--- src/b64d_pkg.sv ---
// Shared types, constants and the character classifier of the Base64 stream decoder.
package b64d_pkg;

	// Queue between front and back
	localparam int FifoDepth = 4;
	localparam int FifoPtrW  = $clog2(FifoDepth);
	localparam int FifoLvlW  = $clog2(FifoDepth + 1);

	// Output capacity after reset
	localparam logic [15:0] CapacityReset = 16'hFFFF;

	// Sextet values of the two punctuation symbols
	localparam logic [5:0] SextetPlus  = 6'd62;
	localparam logic [5:0] SextetSlash = 6'd63;

	// Alphabet characters
	localparam logic [7:0] ChUpperA = 8'h41;
	localparam logic [7:0] ChUpperZ = 8'h5A;
	localparam logic [7:0] ChLowerA = 8'h61;
	localparam logic [7:0] ChLowerZ = 8'h7A;
	localparam logic [7:0] ChDigit0 = 8'h30;
	localparam logic [7:0] ChDigit9 = 8'h39;
	localparam logic [7:0] ChPlus   = 8'h2B;
	localparam logic [7:0] ChSlash  = 8'h2F;

	// Position within a group of four sextets
	typedef enum logic [1:0] {
		PH_FIRST  = 2'd0,
		PH_SECOND = 2'd1,
		PH_THIRD  = 2'd2,
		PH_FOURTH = 2'd3
	} phase_t;

	// Classified item held in the queue
	typedef struct packed {
		logic       sym;
		logic       start;
		logic [5:0] sextet;
	} item_t;

	typedef struct packed {
		logic                full;
		logic                empty;
		logic [FifoLvlW-1:0] level;
	} fifo_status_t;

	typedef struct packed {
		phase_t      phase;
		logic [15:0] count;
	} back_status_t;

	// Map a raw byte onto its sextet; sym is low for anything outside the alphabet
	function automatic item_t classify(input logic [7:0] ch, input logic start);
		item_t r;
		r.start  = start;
		r.sym    = 1'b1;
		r.sextet = '0;
		if (ch >= ChUpperA && ch <= ChUpperZ) begin
			r.sextet = 6'(ch - ChUpperA);
		end else if (ch >= ChLowerA && ch <= ChLowerZ) begin
			r.sextet = 6'(ch - ChLowerA + 8'd26);
		end else if (ch >= ChDigit0 && ch <= ChDigit9) begin
			r.sextet = 6'(ch - ChDigit0 + 8'd52);
		end else if (ch == ChPlus) begin
			r.sextet = SextetPlus;
		end else if (ch == ChSlash) begin
			r.sextet = SextetSlash;
		end else begin
			r.sym = 1'b0;
		end
		return r;
	endfunction

endpackage

--- src/b64d_if.sv ---
// Handshake channels of the Base64 stream decoder: text characters in, decoded bytes out.
interface b64d_char_if;
	logic       valid;
	logic       ready;
	logic [7:0] character;
	logic       start_of_message;

	modport source (output valid, output character, output start_of_message, input ready);
	modport sink   (input valid, input character, input start_of_message, output ready);
endinterface

interface b64d_byte_if;
	logic        valid;
	logic        ready;
	logic [7:0]  data_byte;
	logic [15:0] byte_position;

	modport source (output valid, output data_byte, output byte_position, input ready);
	modport sink   (input valid, input data_byte, input byte_position, output ready);
endinterface

--- src/base64_stream_decoder_unit.sv ---
// Top level of the Base64 stream decoder: front end, item queue, back end and capacity register.
//
// Decodes a Base64 text stream (A-Z, a-z, 0-9, '+', '/') one character per item and emits
// each decoded byte with its position in the message. Any other byte, '=' and 128..255
// included, is dropped; a start flag on it still opens a new message. A character is
// accepted in the same cycle it is offered whenever the four-entry queue has room, so the
// block sustains one character per clock; a decoded byte goes through the queue, written when
// its character is accepted, and the output register, written when the back end pops it.
// The output register decouples the sink: a stalled sink fills the queue, then drops ready.
// Bytes beyond the capacity register are not emitted; write the capacity only while idle.
module base64_stream_decoder_unit (
	input  logic        clk,
	input  logic        arst_n,
	input  logic        capacity_we,
	input  logic [15:0] capacity_wdata,
	b64d_char_if.sink   text,
	b64d_byte_if.source decoded
);

	logic [15:0]            capacity_q;
	logic                   push;
	logic                   pop;
	b64d_pkg::item_t        push_item;
	b64d_pkg::item_t        pop_item;
	b64d_pkg::fifo_status_t fifo_st;
	b64d_pkg::back_status_t back_st;

	// Capacity register
	always_ff @(posedge clk or negedge arst_n) begin
		if (!arst_n) begin
			capacity_q <= b64d_pkg::CapacityReset;
		end else if (capacity_we) begin
			capacity_q <= capacity_wdata;
		end
	end

	b64d_front u_front (
		.text      (text),
		.fifo_st   (fifo_st),
		.push      (push),
		.push_item (push_item)
	);

	b64d_fifo u_fifo (
		.clk       (clk),
		.arst_n    (arst_n),
		.push      (push),
		.push_item (push_item),
		.pop       (pop),
		.pop_item  (pop_item),
		.status    (fifo_st)
	);

	b64d_back u_back (
		.clk      (clk),
		.arst_n   (arst_n),
		.capacity (capacity_q),
		.fifo_st  (fifo_st),
		.item     (pop_item),
		.pop      (pop),
		.status   (back_st),
		.decoded  (decoded)
	);

	// Queue never overfills
	a_fifo_bound: assert property (@(posedge clk) disable iff (!arst_n)
		fifo_st.level <= b64d_pkg::FifoLvlW'(b64d_pkg::FifoDepth))
		else $error("item queue level above depth");

	// No pop from an empty queue
	a_no_underflow: assert property (@(posedge clk) disable iff (!arst_n)
		fifo_st.empty |-> !pop)
		else $error("pop from empty item queue");

	// Fourth sextet of a group closes it
	a_phase_wrap: assert property (@(posedge clk) disable iff (!arst_n)
		(pop && pop_item.sym && !pop_item.start && back_st.phase == b64d_pkg::PH_FOURTH)
		|=> back_st.phase == b64d_pkg::PH_FIRST)
		else $error("sextet phase did not wrap after fourth sextet");

	// A start item with an alphabet character leaves phase at the second sextet
	a_start_phase: assert property (@(posedge clk) disable iff (!arst_n)
		(pop && pop_item.sym && pop_item.start) |=> back_st.phase == b64d_pkg::PH_SECOND)
		else $error("start of message did not restart sextet grouping");

endmodule

--- src/b64d_front.sv ---
// Front end: accepts characters, classifies them and queues those that matter.
module b64d_front (
	b64d_char_if.sink              text,
	input  b64d_pkg::fifo_status_t fifo_st,
	output logic                   push,
	output b64d_pkg::item_t        push_item
);

	b64d_pkg::item_t cls;

	// Alphabet lookup
	always_comb begin
		cls = b64d_pkg::classify(text.character, text.start_of_message);
	end

	// Take an item whenever the queue has room; skipped characters only
	// enter when they carry a start flag
	assign text.ready = !fifo_st.full;
	assign push       = text.valid && text.ready && (cls.sym || cls.start);
	assign push_item  = cls;

endmodule

--- src/b64d_fifo.sv ---
// Short queue of classified items between front and back.
module b64d_fifo (
	input  logic                   clk,
	input  logic                   arst_n,
	input  logic                   push,
	input  b64d_pkg::item_t        push_item,
	input  logic                   pop,
	output b64d_pkg::item_t        pop_item,
	output b64d_pkg::fifo_status_t status
);

	b64d_pkg::item_t                mem_q [b64d_pkg::FifoDepth];
	logic [b64d_pkg::FifoPtrW-1:0]  wr_ptr_q;
	logic [b64d_pkg::FifoPtrW-1:0]  rd_ptr_q;
	logic [b64d_pkg::FifoLvlW-1:0]  level_q;

	// Storage
	always_ff @(posedge clk) begin
		if (push) begin
			mem_q[wr_ptr_q] <= push_item;
		end
	end

	// Pointers and fill level
	always_ff @(posedge clk or negedge arst_n) begin
		if (!arst_n) begin
			wr_ptr_q <= '0;
			rd_ptr_q <= '0;
			level_q  <= '0;
		end else begin
			if (push) begin
				wr_ptr_q <= wr_ptr_q + 1'b1;
			end
			if (pop) begin
				rd_ptr_q <= rd_ptr_q + 1'b1;
			end
			if (push && !pop) begin
				level_q <= level_q + 1'b1;
			end else if (pop && !push) begin
				level_q <= level_q - 1'b1;
			end
		end
	end

	assign pop_item     = mem_q[rd_ptr_q];
	assign status.level = level_q;
	assign status.full  = (level_q == b64d_pkg::FifoLvlW'(b64d_pkg::FifoDepth));
	assign status.empty = (level_q == '0);

endmodule

--- src/b64d_back.sv ---
// Back end: sextet grouping, byte assembly, capacity limit and the output register.
module b64d_back (
	input  logic                   clk,
	input  logic                   arst_n,
	input  logic [15:0]            capacity,
	input  b64d_pkg::fifo_status_t fifo_st,
	input  b64d_pkg::item_t        item,
	output logic                   pop,
	output b64d_pkg::back_status_t status,
	b64d_byte_if.source            decoded
);

	b64d_pkg::phase_t phase_q;
	logic [5:0]       prev_q;
	logic [15:0]      count_q;

	logic             out_valid_q;
	logic [7:0]       out_byte_q;
	logic [15:0]      out_pos_q;

	b64d_pkg::phase_t phase_eff;
	logic [5:0]       prev_eff;
	logic [15:0]      count_eff;
	logic [7:0]       byte_val;
	logic             have_byte;
	logic             emit;

	// Take the next item when the output register is free or being drained
	assign pop = !fifo_st.empty && (!out_valid_q || decoded.ready);

	// State as seen by this item, after an optional start clear
	always_comb begin
		phase_eff = item.start ? b64d_pkg::PH_FIRST : phase_q;
		prev_eff  = item.start ? 6'd0 : prev_q;
		count_eff = item.start ? 16'd0 : count_q;
	end

	// Byte assembly from previous and current sextet
	always_comb begin
		byte_val  = '0;
		have_byte = 1'b1;
		unique case (phase_eff)
			b64d_pkg::PH_FIRST: begin
				have_byte = 1'b0;
			end
			b64d_pkg::PH_SECOND: begin
				byte_val = {prev_eff, item.sextet[5:4]};
			end
			b64d_pkg::PH_THIRD: begin
				byte_val = {prev_eff[3:0], item.sextet[5:2]};
			end
			b64d_pkg::PH_FOURTH: begin
				byte_val = {prev_eff[1:0], item.sextet};
			end
			default: begin
				have_byte = 1'b0;
			end
		endcase
	end

	assign emit = pop && item.sym && have_byte && (count_eff < capacity);

	// Message state
	always_ff @(posedge clk or negedge arst_n) begin
		if (!arst_n) begin
			phase_q <= b64d_pkg::PH_FIRST;
			prev_q  <= '0;
			count_q <= '0;
		end else if (pop) begin
			if (item.sym) begin
				phase_q <= b64d_pkg::phase_t'(phase_eff + 2'd1);
				prev_q  <= item.sextet;
			end else begin
				phase_q <= phase_eff;
				prev_q  <= prev_eff;
			end
			count_q <= emit ? count_eff + 16'd1 : count_eff;
		end
	end

	// Output register
	always_ff @(posedge clk or negedge arst_n) begin
		if (!arst_n) begin
			out_valid_q <= 1'b0;
		end else if (emit) begin
			out_valid_q <= 1'b1;
		end else if (decoded.ready) begin
			out_valid_q <= 1'b0;
		end
	end

	always_ff @(posedge clk) begin
		if (emit) begin
			out_byte_q <= byte_val;
			out_pos_q  <= count_eff;
		end
	end

	assign decoded.valid         = out_valid_q;
	assign decoded.data_byte     = out_byte_q;
	assign decoded.byte_position = out_pos_q;

	assign status.phase = phase_q;
	assign status.count = count_q;

endmodule
--- src/flat_wrapper.sv ---
// flat-port wrapper written by rule: the top's interface ports become plain ports
module base64_stream_decoder_unit_flat 
  (clk, arst_n, capacity_we, capacity_wdata, text_valid, text_character, text_start_of_message, text_ready, decoded_valid, decoded_data_byte, decoded_byte_position, decoded_ready);
  b64d_char_if text_i ();
  b64d_byte_if decoded_i ();
  input  logic clk;
  input  logic arst_n;
  input  logic capacity_we;
  input  logic [15:0] capacity_wdata;
  input wire logic [$bits(text_i.valid)-1:0] text_valid;
  input wire logic [$bits(text_i.character)-1:0] text_character;
  input wire logic [$bits(text_i.start_of_message)-1:0] text_start_of_message;
  output wire logic [$bits(text_i.ready)-1:0] text_ready;
  output wire logic [$bits(decoded_i.valid)-1:0] decoded_valid;
  output wire logic [$bits(decoded_i.data_byte)-1:0] decoded_data_byte;
  output wire logic [$bits(decoded_i.byte_position)-1:0] decoded_byte_position;
  input wire logic [$bits(decoded_i.ready)-1:0] decoded_ready;
  assign text_i.valid = text_valid;
  assign text_i.character = text_character;
  assign text_i.start_of_message = text_start_of_message;
  assign text_ready = text_i.ready;
  assign decoded_valid = decoded_i.valid;
  assign decoded_data_byte = decoded_i.data_byte;
  assign decoded_byte_position = decoded_i.byte_position;
  assign decoded_i.ready = decoded_ready;
  base64_stream_decoder_unit u_core (.clk(clk), .arst_n(arst_n), .capacity_we(capacity_we), .capacity_wdata(capacity_wdata), .text(text_i), .decoded(decoded_i));
endmodule
--- config.mk ---
export PLATFORM = sky130hd
export DESIGN_NAME = base64_stream_decoder_unit_flat
export DESIGN_NICKNAME = d
export VERILOG_FILES = /design/src/b64d_pkg.sv /design/src/b64d_if.sv /design/src/base64_stream_decoder_unit.sv /design/src/b64d_front.sv /design/src/b64d_fifo.sv /design/src/b64d_back.sv /design/src/flat_wrapper.sv
export SDC_FILE = /design/constraint.sdc
export NUM_CORES = 1
export LEC_CHECK = 0
export BUFFER_PORTS_ARGS = -buffer_cell sky130_fd_sc_hd__clkbuf_2
export CORE_ASPECT_RATIO = 0.5
export CORE_MARGIN = 10
export CORE_UTILIZATION = 55
export DETAILED_ROUTE_END_ITERATION = 6
export PLACE_DENSITY = 0.77
export SLEW_MARGIN = 20
export SYNTH_ARGS = -nofsm -noshare
export SYNTH_HDL_FRONTEND = slang
export SYNTH_HIERARCHICAL = 1
export SYNTH_SLANG_ARGS = --single-unit
--- constraint.sdc ---
create_clock -name clk -period 3.6 [get_ports clk]
set_input_delay 0 -clock clk [delete_from_list [all_inputs] [get_ports clk]]
set_output_delay 0 -clock clk [all_outputs]
set_load 0.01 [all_outputs]
==> impl_metrics.yaml <==
synthesis:
  synth_area_mm2: 0.00552
  synth_fp_nets: 509
  synthAdderAreaFrac_pct: 7.85
  synth.most_common_cell: "edfxtp_1"
  synthSimpleGateAreaFrac_pct: 14.4
  synth_top_family_by_area: "simple AND/OR/NAND/NOR gates"
  yosys_warnings: 6
  synth_edf_count: 56
  synth.distinct_cells: 63
  synth_common_cells: "edfxtp_1 (56), nand2_1 (41), ha_1 (33), dfrtp_1 (32), inv_1 (31)"
  synth-xor-area-share_pct: 3.81
  synth_top_area_share_pct: 30.5
  synth_ff_type: "edfxtp_1"
  synth_mux_area_share_pct: 7.60
  synth_top_area_cell: "edfxtp_1"
  avgSynthCellArea_um2: 12.4
  netlist_instances: 445
  synth_compound_gate_area_share_pct: 8.71
  async_flop_share_pct: 46.2
  synth_area_leaders: "edfxtp_1 (30%), dfrtp_1 (15%), dfstp_2 (7.6%)"
  ys_ff_latch: 104
  yosysSeqAreaShare_pct: 52.6
critical_path:
  cp_cell_sequence: "mux4_2, buf_4, nor2b_1, ha_1, nand4_1, nor4_1, o221ai_2, nand3_1, inv_2, xnor2_1"
  crit_path_start: "u_core/u_fifo/rd_ptr_q[0]"
  crit_arrival_ns: 3.60
  cp.required_ns: 3.81
  critPathCaptureType: "flop"
  path_max_fanout: 26
  slowest_stage: "mux4_2"
  criticalPathCategory: "flop to flop"
  worstReg2RegEnd: "u_core/u_back/count_q[0]"
  cpPeakStageDelay_ns: 0.74
  r2r_setup_slack_ns: 0.21
  rr_startpoint: "u_core/u_fifo/rd_ptr_q[0]"
  worstRegToRegCells: 10
  critPathLaunchType: "flop"
clock_network:
  numCtsBuffers: 9
  post_cts_resized: 0
  clk_pin_slew_ns: 0.07
  cts_sinks: 104
  root_buffer: "clkbuf_16"
  clock_path_buffers: 2
  worstSkewPairLatency_ns: 0.35
  cts.htree.levels: 3
  cts_tree: "done"
sta:
  whs_ns: 0.0798
  finalWorstSetupSlack_ns: 0.210
  final.setup.tns_ns: 0
  setup_violations: 0
  tightestPinTransition_ns: 0.982
  layout_min_cycle_time_ns: 3.39
  finalMaxSlewViolations: 0
  fmax_mhz: 295
  fin_crit_sh_pct: 94.2
  fin_skew_ns: 0.00694
  rsz0062_at_grt: "no"
  hold_violations: 0
  slew_headroom_pct: 34.5
cells_and_area:
  drive_gt1_share_pct: 25.5
  diodes: 0
  multi_input_area_mm2: 0.00233
  n_fill_cell: 730
  nets: 581
  syn_to_final_growth_pct: 15.0
  seqCellArea_mm2: 0.00290
global_routing:
  grt_pass1_wl_um: 19500
  grt_pass1_vias: 3851
  grt_usage_pct: 16.2
  grt_max_degree: 38
  grt-ovfl-total: 0
  antenna_found_initial: 0
drt:
  wirelength_um: 11600
  firstDrtPassIters: 5
  drc: 0
  drtIter0Drc: 301
  vias: 3692
  via_per_inst: 5.62
  wl_per_cell_um: 17.6
  ant_nets: 0
worst_hold_path:
  hp-class: "input port to flop"
  hp-start: "decoded_ready"
  holdPathEnd: "u_core/u_back/decoded.valid"
  holdPathStages: 3
flow_run:
  timing.max_cap.violations: 0
place:
  gp_congestion: 0.899
  place_hpwl_um: 8310
  io_buffers: 55
  pre_cts_ws_ns: 0.289
floorplanning:
  chipWidth_um: 162
  initial_core_util_pct: 57.4
  die_h_um: 90.8
  fp-row-count: 25
  io_pins: 56
  design.die.area_mm2: 0.0147
  core_mm2: 0.00960
pwr:
  p_leak_uw: 0.00271
  vdd_drop_max_uv: 277
  powerDensity_mw_per_mm2: 615
status:
  status: "completed"
## state kept, by name, indices dropped and copies added (netlist names)
name	flops
u_core/u_back/count_q	16
u_core/u_fifo/mem_q	32
u_core/u_fifo/wr_ptr_q	2
u_core/u_back/prev_q	6
u_core/u_back/decoded.valid	1
u_core/u_back/decoded.byte_position	16
u_core/u_back/decoded.data_byte	8
u_core/u_back/phase_q	2
u_core/u_fifo/rd_ptr_q	2
u_core/capacity_q	16
u_core/u_fifo/level_q	3
## worst max-delay path: cells and delay by family (launching register included)
kind	cells	cell delay, ns
and+or+nand+nor	4	0.97
muxes	1	0.74
buffers and inverters	2	0.51
DFF	1	0.37
xor gates and xnor gates	1	0.22
adders and majority gates	1	0.21
AOI/OAI and AO/OA	1	0.21
## per-layer routing
metal / global-route usage [%] / wire (um) / share of wire, % / vias to the layer above
li1: - / - / - / 1759
met1: 19.4 / 5200 / 45 / 1814
met2: 28.2 / 5700 / 49 / 108
met3: 4.32 / 577 / 5.0 / 11
met4: 4.67 / 113 / 0.97 / 0
met5: 0 / 0 / 0 / -
## what timing repair did
action,CTS,global route
hold buffers,18,0
hold endpoints to repair,48,0
setup buffers,0,0
## worst max path at each step
stage                                              to  slack [ns]  depth (start not counted)
6_report                     u_core/u_back/count_q[0]        0.21                         10
5_1_grt                      u_core/u_back/count_q[1]        0.05                         10
4_1_cts                      u_core/u_back/count_q[0]        0.23                         10
3_5_place_dp                 u_core/u_back/count_q[0]        0.29                         10
3_3_place_gp       u_core/u_back/decoded.data_byte[3]        0.43                          9
2_1_floorplan  u_core/u_back/decoded.byte_position[0]        0.35                         12
## power breakdown
part	internal [uW]	leakage (uW)	switching [uW]
registers	1560	0.00110	133
logic	521	0.00147	761
clock network	483	0.000142	447
## kinds of logic (layout without fill, tap and decap cells)
family	after synthesis	in the layout
xor+xnor	24	24
mux	26	26
flops	104	104
buf+inv	54	131
compound gates	58	58
fa+ha+maj	34	34
simple gates	145	145
## through the flow
stage	total power, uW	std cells	cell area, um^2	utilization [%]
6_report	3900	657	6350	66.1
5_1_grt	4140	657	6350	66.1
3_3_place_gp	2920	623	5880	61.2
4_1_cts	3940	657	6350	66.1
2_1_floorplan	2600	445	5520	-
3_5_place_dp	2970	623	5880	61.2
## cell type report
cell class / instances / share of cell area (%)
clock buffer: 9 / 3.55
clock inverter: 7 / 0.966
timing repair buffer: 80 / 8.00
sequential: 104 / 45.7
inverter: 35 / 2.29
multi-input combinational: 287 / 36.8
tap: 135 / 2.66
## cells in the final DEF, fill, tap and decap left out, types with 3 or more instances in the layout
cell / count
dfrtp_1: 32
inv_2: 3
a221oi_1: 3
nand2b_1: 8
a22o_1: 9
ha_1: 33
mux4_2: 8
mux2_4: 10
xor2_1: 18
nor3_1: 7
xnor2_1: 6
o21ai_1: 6
a21oi_1: 9
nor2_1: 22
nand3_1: 7
clkbuf_16: 9
inv_1: 31
clkbuf_2: 55
nor3b_1: 3
o21ai_0: 3
buf_4: 7
and2_1: 5
mux2_2: 7
nand4_1: 16
dlygate4sd3_1: 18
a222oi_1: 6
nand2_1: 41
edfxtp_1: 56
and3_1: 6
dfstp_2: 16
nor2b_1: 14
and4_1: 4
Power figures use the tool's default switching activity.
